--- config.mk ---
export PLATFORM = sky130hd
export DESIGN_NAME = scored_substring_match
export DESIGN_NICKNAME = d
export VERILOG_FILES = /design/src/rtl/ssm_pkg.sv /design/src/rtl/scored_substring_match.sv /design/src/rtl/ssm_cell.sv
export VERILOG_INCLUDE_DIRS = /design/src /design/src/rtl
export SDC_FILE = /design/constraint.sdc
export NUM_CORES = 1
export LEC_CHECK = 0
export BUFFER_PORTS_ARGS = -buffer_cell sky130_fd_sc_hd__buf_4
export CAP_MARGIN = 20
export CORE_ASPECT_RATIO = 0.9
export CORE_UTILIZATION = 58
export CTS_CLUSTER_DIAMETER = 150
export DETAILED_ROUTE_END_ITERATION = 8
export HOLD_SLACK_MARGIN = 0.08
export PLACE_DENSITY = 0.74
export SLEW_MARGIN = 30
export SYNTH_ARGS = -nofsm -noshare
export SYNTH_HDL_FRONTEND = slang
export SYNTH_SLANG_ARGS = --single-unit
--- constraint.sdc ---
create_clock -name clk_i -period 34.3 [get_ports clk_i]
set_clock_uncertainty 0.2 [all_clocks]
set_input_delay 6.86 -clock clk_i [delete_from_list [all_inputs] [get_ports clk_i]]
set_output_delay 6.86 -clock clk_i [all_outputs]
set_load 0.01 [all_outputs]
--- src/rtl/scored_substring_match_macros.svh ---
// ----------------------------------------------------------------------------
// Assertion macros for the scored substring matcher
// Concurrent checks clocked on clk_i and disabled while rst_ni is low.
// ----------------------------------------------------------------------------
`ifndef SCORED_SUBSTRING_MATCH_MACROS_SVH
`define SCORED_SUBSTRING_MATCH_MACROS_SVH

`ifndef SYNTHESIS
// Property holds at every edge.
`define SSM_ASSERT(lbl, prop) \
  lbl: assert property (@(posedge clk_i) disable iff (!rst_ni) (prop)) \
    else $error("scored_substring_match: invariant violated");
// Antecedent implies consequent at the next edge.
`define SSM_ASSERT_NEXT(lbl, ante, cons) \
  lbl: assert property (@(posedge clk_i) disable iff (!rst_ni) (ante) |=> (cons)) \
    else $error("scored_substring_match: sequence check failed");
`else
`define SSM_ASSERT(lbl, prop)
`define SSM_ASSERT_NEXT(lbl, ante, cons)
`endif

`endif

--- src/rtl/ssm_pkg.sv ---
// ----------------------------------------------------------------------------
// ssm_pkg
// Types, codes and helpers shared by the matcher cells and the top level.
// ----------------------------------------------------------------------------
`default_nettype none

package ssm_pkg;

  // Request codes
  localparam logic [1:0] REQ_CLEAR = 2'd0;
  localparam logic [1:0] REQ_QUERY = 2'd1;
  localparam logic [1:0] REQ_BYTE  = 2'd2;
  localparam logic [1:0] REQ_END   = 2'd3;

  // Match grades
  localparam logic [1:0] GRADE_NONE   = 2'd0;
  localparam logic [1:0] GRADE_SUB    = 2'd1;
  localparam logic [1:0] GRADE_WORD   = 2'd2;
  localparam logic [1:0] GRADE_PREFIX = 2'd3;

  typedef struct packed {
    logic [1:0] req_type;
    logic [7:0] data_byte;
    logic [7:0] item_number;
  } ssm_in_t;

  typedef struct packed {
    logic [7:0] item_id;
    logic [1:0] match_grade;
  } ssm_out_t;

  // Per-transaction control broadcast to every cell
  typedef struct packed {
    logic shift_item;   // item byte enters the window
    logic drop_item;    // window empties
    logic load_query;   // query byte enters the query chain
    logic clear_query;  // query chain empties
  } ssm_ctrl_t;

  // Data handed from one cell to the next
  typedef struct packed {
    logic [7:0] rec;    // raw item byte
    logic       seen;   // slot holds a real item byte
    logic [7:0] qry;    // lowercased query byte
    logic       qv;     // slot holds a query byte
  } ssm_link_t;

  function automatic logic [7:0] fold(input logic [7:0] c);
    if (c >= 8'h41 && c <= 8'h5A) begin
      return c + 8'd32;
    end
    return c;
  endfunction

  function automatic logic is_sep(input logic [7:0] c);
    return (c == 8'h20) || (c == 8'h2D) || (c == 8'h5F) || (c == 8'h2E);
  endfunction

endpackage

`default_nettype wire

--- src/rtl/scored_substring_match.sv ---
// ----------------------------------------------------------------------------
// scored_substring_match
// Grades how well a query matches a text item, ignoring ASCII case.
// ----------------------------------------------------------------------------
// Usage:
//   Input channel (in_valid_i / in_stall_o / in_data_i) carries requests:
//   clear query, append query byte, item byte, end of item. Output channel
//   (out_valid_o / out_stall_i / out_data_o) carries one transaction per end
//   of item: the echoed item number and the best grade (3 prefix, 2 word
//   start, 1 substring, 0 none; an empty query always grades 1).
//   Throughput is one request per cycle. Each item byte is graded in the
//   cycle after it is taken, from the registered window; an end of item in
//   that cycle folds that pending grade in directly.
//   The result is registered and shows in the cycle after the end of item
//   transaction is taken.
//   The window is a chain of QUERY_CAP+1 cells; the compare of all cells
//   against the query and the reduction to one grade set the cycle path.
//   Reset empties query and window; no result is pending.
//   While a result waits and out_stall_i is high, in_stall_o is high too;
//   otherwise requests keep flowing behind a waiting result.
// ----------------------------------------------------------------------------
`default_nettype none
`include "scored_substring_match_macros.svh"

module scored_substring_match import ssm_pkg::*; #(
  parameter int QUERY_CAP = 32
) (
  input  logic     clk_i,
  input  logic     rst_ni,
  input  logic     in_valid_i,
  output logic     in_stall_o,
  input  ssm_in_t  in_data_i,
  output logic     out_valid_o,
  input  logic     out_stall_i,
  output ssm_out_t out_data_o
);

  localparam int NCELL = QUERY_CAP + 1;

  logic       in_acc;
  ssm_ctrl_t  ctrl;
  ssm_link_t  link [NCELL+1];
  logic [NCELL-1:0] ok_vec, qv_vec, sv_vec;
  logic [1:0] cell_grade [NCELL];
  logic [1:0] bnd_grade, eval_grade, cur_best;
  logic       hit;

  logic       out_valid_q, out_valid_d;
  ssm_out_t   out_q;
  logic [1:0] best_q, best_d;
  logic       pend_q, pend_d;

  assign in_stall_o = out_valid_q & out_stall_i;
  assign in_acc     = in_valid_i & ~in_stall_o;

  // Decode the request into the cell controls
  always_comb begin
    ctrl = '0;
    if (in_acc) begin
      unique case (in_data_i.req_type)
        REQ_CLEAR: begin
          ctrl.drop_item   = 1'b1;
          ctrl.clear_query = 1'b1;
        end
        REQ_QUERY: ctrl.load_query = ~qv_vec[QUERY_CAP-1]; // overflow ignored
        REQ_BYTE:  ctrl.shift_item = 1'b1;
        REQ_END:   ctrl.drop_item  = 1'b1;
        default:   ctrl = '0;
      endcase
    end
  end

  // Head of the chain: new item byte raw, new query byte folded
  assign link[0] = '{rec: in_data_i.data_byte, seen: 1'b1,
                     qry: fold(in_data_i.data_byte), qv: 1'b1};

  for (genvar j = 0; j < NCELL; j++) begin : g_cell
    ssm_cell u_cell (
      .clk_i   (clk_i),
      .rst_ni  (rst_ni),
      .ctrl_i  (ctrl),
      .link_i  (link[j]),
      .link_o  (link[j+1]),
      .ok_o    (ok_vec[j]),
      .grade_o (cell_grade[j])
    );
    assign qv_vec[j] = link[j+1].qv;
    assign sv_vec[j] = link[j+1].seen;
  end

  // Exactly one cell marks the end of a non-empty query
  always_comb begin
    bnd_grade = GRADE_NONE;
    for (int j = 0; j < NCELL; j++) begin
      bnd_grade = bnd_grade | cell_grade[j];
    end
  end

  assign hit        = qv_vec[0] & (&ok_vec);
  assign eval_grade = hit ? bnd_grade : GRADE_NONE;
  assign cur_best   = (pend_q && (eval_grade > best_q)) ? eval_grade : best_q;

  always_comb begin
    best_d      = ctrl.drop_item ? GRADE_NONE : cur_best;
    pend_d      = ctrl.shift_item;
    out_valid_d = out_valid_q & out_stall_i;
    if (in_acc && (in_data_i.req_type == REQ_END)) begin
      out_valid_d = 1'b1;
    end
  end

  always_ff @(posedge clk_i or negedge rst_ni) begin
    if (!rst_ni) begin
      out_valid_q <= 1'b0;
      best_q      <= GRADE_NONE;
      pend_q      <= 1'b0;
    end else begin
      out_valid_q <= out_valid_d;
      best_q      <= best_d;
      pend_q      <= pend_d;
    end
  end

  always_ff @(posedge clk_i) begin
    if (in_acc && (in_data_i.req_type == REQ_END)) begin
      out_q.item_id     <= in_data_i.item_number;
      out_q.match_grade <= qv_vec[0] ? cur_best : GRADE_SUB;
    end
  end

  assign out_valid_o = out_valid_q;
  assign out_data_o  = out_q;

  // Query and window occupancy fill from cell 0 without gaps
  `SSM_ASSERT(a_qv_thermo, (qv_vec & (qv_vec + {{QUERY_CAP{1'b0}}, 1'b1})) == '0)
  `SSM_ASSERT(a_sv_thermo, (sv_vec & (sv_vec + {{QUERY_CAP{1'b0}}, 1'b1})) == '0)
  // The spare cell never holds a query byte
  `SSM_ASSERT(a_qv_cap, !qv_vec[QUERY_CAP])
  `SSM_ASSERT_NEXT(a_clear, in_acc && (in_data_i.req_type == REQ_CLEAR),
                   (qv_vec == '0) && (sv_vec == '0) && (best_q == GRADE_NONE))
  `SSM_ASSERT_NEXT(a_end_out, in_acc && (in_data_i.req_type == REQ_END),
                   out_valid_q && !pend_q)

endmodule

`default_nettype wire

--- src/rtl/ssm_cell.sv ---
// ----------------------------------------------------------------------------
// ssm_cell
// One slot of the item window paired with one slot of the reversed query.
// ----------------------------------------------------------------------------
`default_nettype none

module ssm_cell import ssm_pkg::*; (
  input  logic       clk_i,
  input  logic       rst_ni,
  input  ssm_ctrl_t  ctrl_i,
  input  ssm_link_t  link_i,
  output ssm_link_t  link_o,
  output logic       ok_o,
  output logic [1:0] grade_o
);

  logic [7:0] rec_q, qry_q;
  logic       seen_q, qv_q;

  // Flags reset; byte payloads are gated by them
  always_ff @(posedge clk_i or negedge rst_ni) begin
    if (!rst_ni) begin
      seen_q <= 1'b0;
      qv_q   <= 1'b0;
    end else begin
      if (ctrl_i.drop_item) begin
        seen_q <= 1'b0;
      end else if (ctrl_i.shift_item) begin
        seen_q <= link_i.seen;
      end
      if (ctrl_i.clear_query) begin
        qv_q <= 1'b0;
      end else if (ctrl_i.load_query) begin
        qv_q <= link_i.qv;
      end
    end
  end

  always_ff @(posedge clk_i) begin
    if (ctrl_i.shift_item) begin
      rec_q <= link_i.rec;
    end
    if (ctrl_i.load_query) begin
      qry_q <= link_i.qry;
    end
  end

  assign link_o = '{rec: rec_q, seen: seen_q, qry: qry_q, qv: qv_q};

  // Slot agrees with the query, or lies beyond it
  assign ok_o = !qv_q || (seen_q && (fold(rec_q) == qry_q));

  // First slot past the query: the byte before a match
  always_comb begin
    grade_o = GRADE_NONE;
    if (link_i.qv && !qv_q) begin
      if (!seen_q) begin
        grade_o = GRADE_PREFIX;
      end else if (is_sep(rec_q)) begin
        grade_o = GRADE_WORD;
      end else begin
        grade_o = GRADE_SUB;
      end
    end
  end

endmodule

`default_nettype wire
==> results of run 1 <==
-- report_power, final --
part | internal [W] | total (W) | switching (W)
Clock | 0.000384 | 0.000658 | 0.000274
Combinational | 0.0000241 | 0.0000633 | 0.0000392
Sequential | 0.000824 | 0.000847 | 0.0000229
-- per-layer routing --
layer | global-route usage [%] | up-vias
met5 | 0 | -
met4 | 9.55 | 0
met3 | 4.42 | 121
met2 | 43.4 | 817
met1 | 37.9 | 9367
li1 | - | 8560
-- critical path: cells and delay by family --
kind / cells / cell delay, ps
simple gates: 1 / 120
buf+inv: 3 / 320
-- state kept, by name, indices dropped and copies added, names as in the netlist --
register,count
g_cell.u_cell.qry_q,264
g_cell.u_cell.rec_q,264
g_cell.u_cell.qv_q,33
g_cell.u_cell.seen_q,33
out_data_o,10
best_q,2
out_valid_o,1
pend_q,1
-- cell type report --
class / instances / area [sq um]
Tap cell: 624 / 781
Multi-Input combinational cell: 1403 / 10000
Sequential cell: 608 / 17900
Clock buffer: 78 / 1620
Timing Repair Buffer: 45 / 365
Inverter: 78 / 293
Fill cell: 3416 / 16600
Clock inverter: 32 / 340
-- worst min path at each step --
| stage | startpoint | to | slack, ps | cells past startpoint |
|---|---|---|---|---|
| after floorplan | g_cell[16].u_cell.rec_q[0] | g_cell[17].u_cell.rec_q[0] | 220 | 0 |
| after global placement | g_cell[29].u_cell.qry_q[6] | g_cell[30].u_cell.qry_q[6] | 230 | 0 |
| after detailed placement | g_cell[29].u_cell.qry_q[6] | g_cell[30].u_cell.qry_q[6] | 240 | 0 |
| after CTS | g_cell[29].u_cell.qry_q[6] | g_cell[30].u_cell.qry_q[6] | 260 | 0 |
| after global routing | g_cell[29].u_cell.qry_q[6] | g_cell[30].u_cell.qry_q[6] | 260 | 0 |
| final | g_cell[29].u_cell.qry_q[6] | g_cell[30].u_cell.qry_q[6] | 250 | 0 |
-- metrics by stage --
stage,cells,hold WS [ps],total power (W)
after global routing,2868,257,0.00161
after CTS,2868,255,0.00158
final,2868,254,0.00157
after detailed placement,2758,235,0.000924
after global placement,2758,234,0.000921
after floorplan,2111,224,0.000903
-- synthesized netlist by cell type, drive strengths merged, types with 11 or more instances --
master   number
nor3         39
inv          78
nand4        25
edfxtp      538
nor4         57
clkbuf       22
nor2b        23
a22o         63
nand3        68
o31ai        21
a31oi        34
xnor2        93
and4b        11
nand2       108
nand3b       12
or4          29
dfrtp        70
o2111ai      15
o21bai       12
o22ai        21
nor3b        14
nand4b       14
o21ai        59
and3         15
nor2         77
a21oi        67
xor2        146
a21o         21
nand2b       46
o211ai       16
a2111oi      17
o41ai        20
nor4b        28
ha           40
or3          12
-- logic make-up after synthesis --
group | Yosys count | share of synthesized area [%]
simple gates | 627 | 12.9
flops | 608 | 63.4
compound gates | 485 | 12.7
xor+xnor | 239 | 7.41
buf+inv | 100 | 1.33
fa+ha+maj | 40 | 1.77
mux | 12 | 0.439
==> metrics.cfg, run 1 <==
[placed_design]
post-dp-hpwl_um = 47200
place_area_sq_um = 29300
io_buffers = 33
place_ws_ps = 19960
finalWeightedCongestion = 0.930

[pwr]
p_per_area_nw_per_um2 = 50.1
cellLeakagePower_nw = 10.8
vdd_drop_max_mv = 0.0397

[worst_hold_path]
hold_path.class = register to register

[global_routing]
antenna_found_initial = 0
grt_pass1_wl_um = 104000
grt_pass1_vias = 18000
grt.overflow.total = 0
grt_start_max_net_pins = 169
grtUsageTotal_pct = 27.1

[logic_synthesis]
yosys.cell_types.count = 81
yosysTopAreaCellShare_pct = 57.2
synth_area_leader_cell = edfxtp_1
yosysWarnings = 0
async_reset_ff_share_pct = 11.5
syn_inst = 2111
synth_seq_cells = 608
synth.cell_area_sq_um = 28200
yosysSeqAreaShare_pct = 63.4
synth_edf_count = 538
syn_nets = 2173
syn_avg_cell_area_sq_um = 13.4
yosys-top-cells-area = edfxtp_1 57%, dfrtp_1 6.2%, xor2_1 4.5%, xnor2_1 2.9%, a22o_1 2.0%
ys.flop_type = edfxtp_1

[detailed_routing]
wl_um = 67200
met2WireLength_um = 31100
dr_wl_met3_um = 5130
drc_errors = 0
via_per_inst = 6.58
ant_nets = 0
drt_iter0_drc = 2167
topRoutingLayerUsed = met4
via_count = 18900
dr.pass1.iters = 6
routedWlPerCell_um = 23.4
wl_met1_um = 28900

[critical_path]
critical_path_class = input pin to output pin
cp-startpoint = out_stall_i
cp_max_fo = 5
worstPathRequired_ps = 27240
worstReg2RegStart = g_cell[32].u_cell.rec_q[1]
startpoint_type = input pin
cp_slowest_cell = buf_4
rr_endpoint = out_data_o[1]
crit_chain = buf_4 > nand2_1 > inv_1 > buf_4
cpMostUsedCell = buf_4
r2r_slack_ps = 29140
setup.worst_path.end = in_stall_o
worstPathArrival_ps = 7300
critPathMaxStageDelay_ps = 140
cp-end-kind = output pin
reg2regPathDepth = 15

[clocking]
cts_resized = 0
clock_latency_ps = 630
cts_setup_buffers = 0
clk_pin_slew_worst_paths_ps = 60
root_buffer = clkbuf_16
clk_path_buf_depth = 3
cts_tree = yes
h-tree-depth = 2
cts_buffers = 60
cts_hold_buf = 0
cts_sinks = 608

[timing]
tns_ps = 0
min_period_ps = 14360
finalCritPeriodShare_pct = 41.9
final-hold-violation-count = 0
rsz0062_at_grt = no
setup-violations-final = 0
setup_ws_ps = 19940
fmax_mhz = 69.6
slew_headroom_pct = 29.6
max_slew.worst_pin.slew_ps = 1040
drv_slew = 0

[finish]
utilization_pct = 65.4
diodes = 0
final_cell_mix = 538 x edfxtp_1, 146 x xor2_1, 108 x nand2_1, 93 x xnor2_1, 78 x inv_1
postLayoutCellArea_sq_um = 31300
layout-area-overhead-vs-synth_pct = 10.9
drive_above_1_share_pct = 7.89
layout.nets = 2258
final_common_cell = edfxtp_1

[floorplanning]
die_h_um = 211
die_area_sq_um = 49600
io_pins = 34
start_util_pct = 58.9
rows = 76
core_area_sq_um = 47900
fp.dieW_um = 235

[job]
drv_cap = 0

[status]
status = finished, final reports clean

No activity file was read; power rests on OpenSTA's default activity.
==> run 2: changes to the inputs <==
--- a/config.mk
+++ b/config.mk
@@ -9,11 +9,11 @@
 export BUFFER_PORTS_ARGS = -buffer_cell sky130_fd_sc_hd__buf_4
 export CAP_MARGIN = 20
 export CORE_ASPECT_RATIO = 0.9
-export CORE_UTILIZATION = 58
+export CORE_UTILIZATION = 57
 export CTS_CLUSTER_DIAMETER = 150
 export DETAILED_ROUTE_END_ITERATION = 8
 export HOLD_SLACK_MARGIN = 0.08
-export PLACE_DENSITY = 0.74
+export PLACE_DENSITY = 0.76
 export SLEW_MARGIN = 30
 export SYNTH_ARGS = -nofsm -noshare
 export SYNTH_HDL_FRONTEND = slang
==> constraint.sdc (replaced) <==
create_clock -name clk_i -period 12.64 [get_ports clk_i]
set_clock_uncertainty 0.2 [all_clocks]
set_input_delay 2.528 -clock clk_i [delete_from_list [all_inputs] [get_ports clk_i]]
set_output_delay 2.528 -clock clk_i [all_outputs]
set_load 0.01 [all_outputs]
==> run 2 against run 1 <==
  * Non-clock buffer count is 2 higher
  * Design area is 0.11% lower
  * Setup slack worse by 13000 ps
  * Cell count is 0.31% higher
  * Flip-flop and latch count stayed put
  * Critical path type unchanged
==> metrics.cfg, run 2 (synthesis results as in run 1) <==
[status]
status = finished, final reports clean

[clocking]
clk_pin_slew_worst_paths_ps = 60
cts_buffers = 58
clk_path_buf_depth = 3
clock_latency_ps = 630
h-tree-depth = 2
cts_setup_buffers = 0
root_buffer = clkbuf_16
cts_tree = yes
cts_resized = 0
cts_hold_buf = 0
cts_sinks = 608

[job]
drv_cap = 0

[floorplanning]
start_util_pct = 57.6
rows = 77
die_area_sq_um = 50500
core_area_sq_um = 49000
fp.dieW_um = 237
die_h_um = 213
io_pins = 34

[timing]
fmax_mhz = 173
rsz0062_at_grt = no
slew_headroom_pct = 37.0
min_period_ps = 5780
drv_slew = 0
final-hold-violation-count = 0
setup-violations-final = 0
max_slew.worst_pin.slew_ps = 921
tns_ps = 0
finalCritPeriodShare_pct = 45.8

[critical_path]
cp_num_buf_inv = 3
cp_max_fo = 5
cpMostUsedCell = buf_4
worstPathArrival_ps = 3060
cp_slowest_cell = buf_4
worstPathRequired_ps = 9910
critPathMaxStageDelay_ps = 180
r2r_slack_ps = 7760
rr_endpoint = out_data_o[0]
reg2regPathDepth = 15
path_delay_family = buffers and inverters
startpoint_type = input pin
cp-end-kind = output pin
crit_chain = buf_4 > nand2_1 > inv_1 > buf_4
worstReg2RegStart = g_cell[21].u_cell.rec_q[1]
critical_path_class = input pin to output pin

[placed_design]
post-dp-hpwl_um = 47300
io_buffers = 33
finalWeightedCongestion = 0.930

[global_routing]
grt.overflow.total = 0
antenna_found_initial = 0
grt_pass1_wl_um = 104000
grt_start_max_net_pins = 78
grtUsageTotal_pct = 26.9
grt_pass1_vias = 17900

[detailed_routing]
via_per_inst = 6.60
routedWlPerCell_um = 23.4
drc_errors = 0
dr.pass1.iters = 6
drt_iter0_drc = 2218
ant_nets = 0
via_count = 19000
wl_um = 67300

[pwr]
vdd_drop_max_mv = 0.118
netSwitchingPower_w = 0.000914
switching_share_pct = 21.6
finalPower_w = 0.00423
combPwrFrac_pct = 4.1
pwr-share-seq_pct = 54.3
p_per_area_nw_per_um2 = 135
p_int_w = 0.00331
p_clk_share_pct = 41.6
cellLeakagePower_nw = 10.8

[worst_hold_path]
hold_path.class = register to register
whs_path_depth = 0
whs_endpoint = g_cell[10].u_cell.qry_q[6]
hp-start = g_cell[9].u_cell.qry_q[6]

[finish]
seq_area_sq_um = 17900
diodes = 0
largest_registers = g_cell.u_cell.qry_q: 264 flops, g_cell.u_cell.rec_q: 264 flops
layout-area-overhead-vs-synth_pct = 10.8
final_cell_mix = 538 x edfxtp_1, 146 x xor2_1, 108 x nand2_1, 93 x xnor2_1, 78 x inv_1
final_common_cell = edfxtp_1
fillers = 3525
layout.nets = 2258
multiInputGateArea_sq_um = 10000
drive_above_1_share_pct = 8.11

## run 2: cell count changes in the layout (fill, tap and decap cells not counted), sizes merged
| cell | before | now |
|---|---|---|
| buf | 45 | 47 |
| clkinv | 24 | 23 |
| bufinv | 7 | 6 |
| inv | 78 | 80 |
| clkinvlp | 1 | 0 |
## run 2: worst max path at each step
stage             startpoint                         end  slack, ps  cells past startpoint
6_report         out_stall_i                  in_stall_o       6860                      4
5_1_grt          out_stall_i                  in_stall_o       6830                      4
4_1_cts          out_stall_i                  in_stall_o       6860                      4
3_5_place_dp   in_data_i[16]  g_cell[16].u_cell.rec_q[0]       6680                      6
3_3_place_gp   in_data_i[16]  g_cell[16].u_cell.rec_q[0]       6780                      6
2_1_floorplan    out_stall_i      g_cell[10].u_cell.qv_q       1480                      8
## run 2: layer usage
metal  track usage [%]  wire [um]  vias to the layer above
met3              5.03       5790                      136
met2              43.0      31700                      815
li1                  -          -                     8568
met4              9.18       2000                        0
met1              37.2      27800                     9479
met5                 0          0                        -
## run 2: power groups by stage
stage               sequential (W)  clock (W)  combinational [W]
floorplan                  0.00233          0           0.000117
global placement           0.00234          0           0.000163
detailed placement         0.00234          0           0.000169
CTS                        0.00230    0.00178           0.000171
global route               0.00230    0.00186           0.000188
finish                     0.00230    0.00176           0.000173
## run 2: metrics by stage
step	utilization [%]	hold slack (ps)	instances	cell area, sq um	worst slack, ps
6_report	63.8	256	2877	31300	6860
5_1_grt	63.8	277	2877	31300	6830
4_1_cts	63.8	257	2877	31300	6860
3_5_place_dp	59.9	245	2768	29300	6680
3_3_place_gp	59.8	238	2768	29300	6780
2_1_floorplan	-	224	2111	28300	1480
## run 2: worst register-to-register path: cells and delay by family (launching register included)
| kind | cells | cell delay [ps] |
|---|---|---|
| simple gates | 9 | 2150 |
| compound gates | 4 | 1440 |
| flops | 1 | 500 |
| fa+ha+maj | 1 | 270 |
| xor+xnor | 1 | 160 |
## run 2: area by class of cell
type	count	share of cell area [%]
sequential	608	57.2
multi-input combinational	1403	32.0
clock buffer	78	5.14
tap	632	2.53
timing repair buffer	47	1.19
clock inverter	31	0.983
inverter	78	0.936
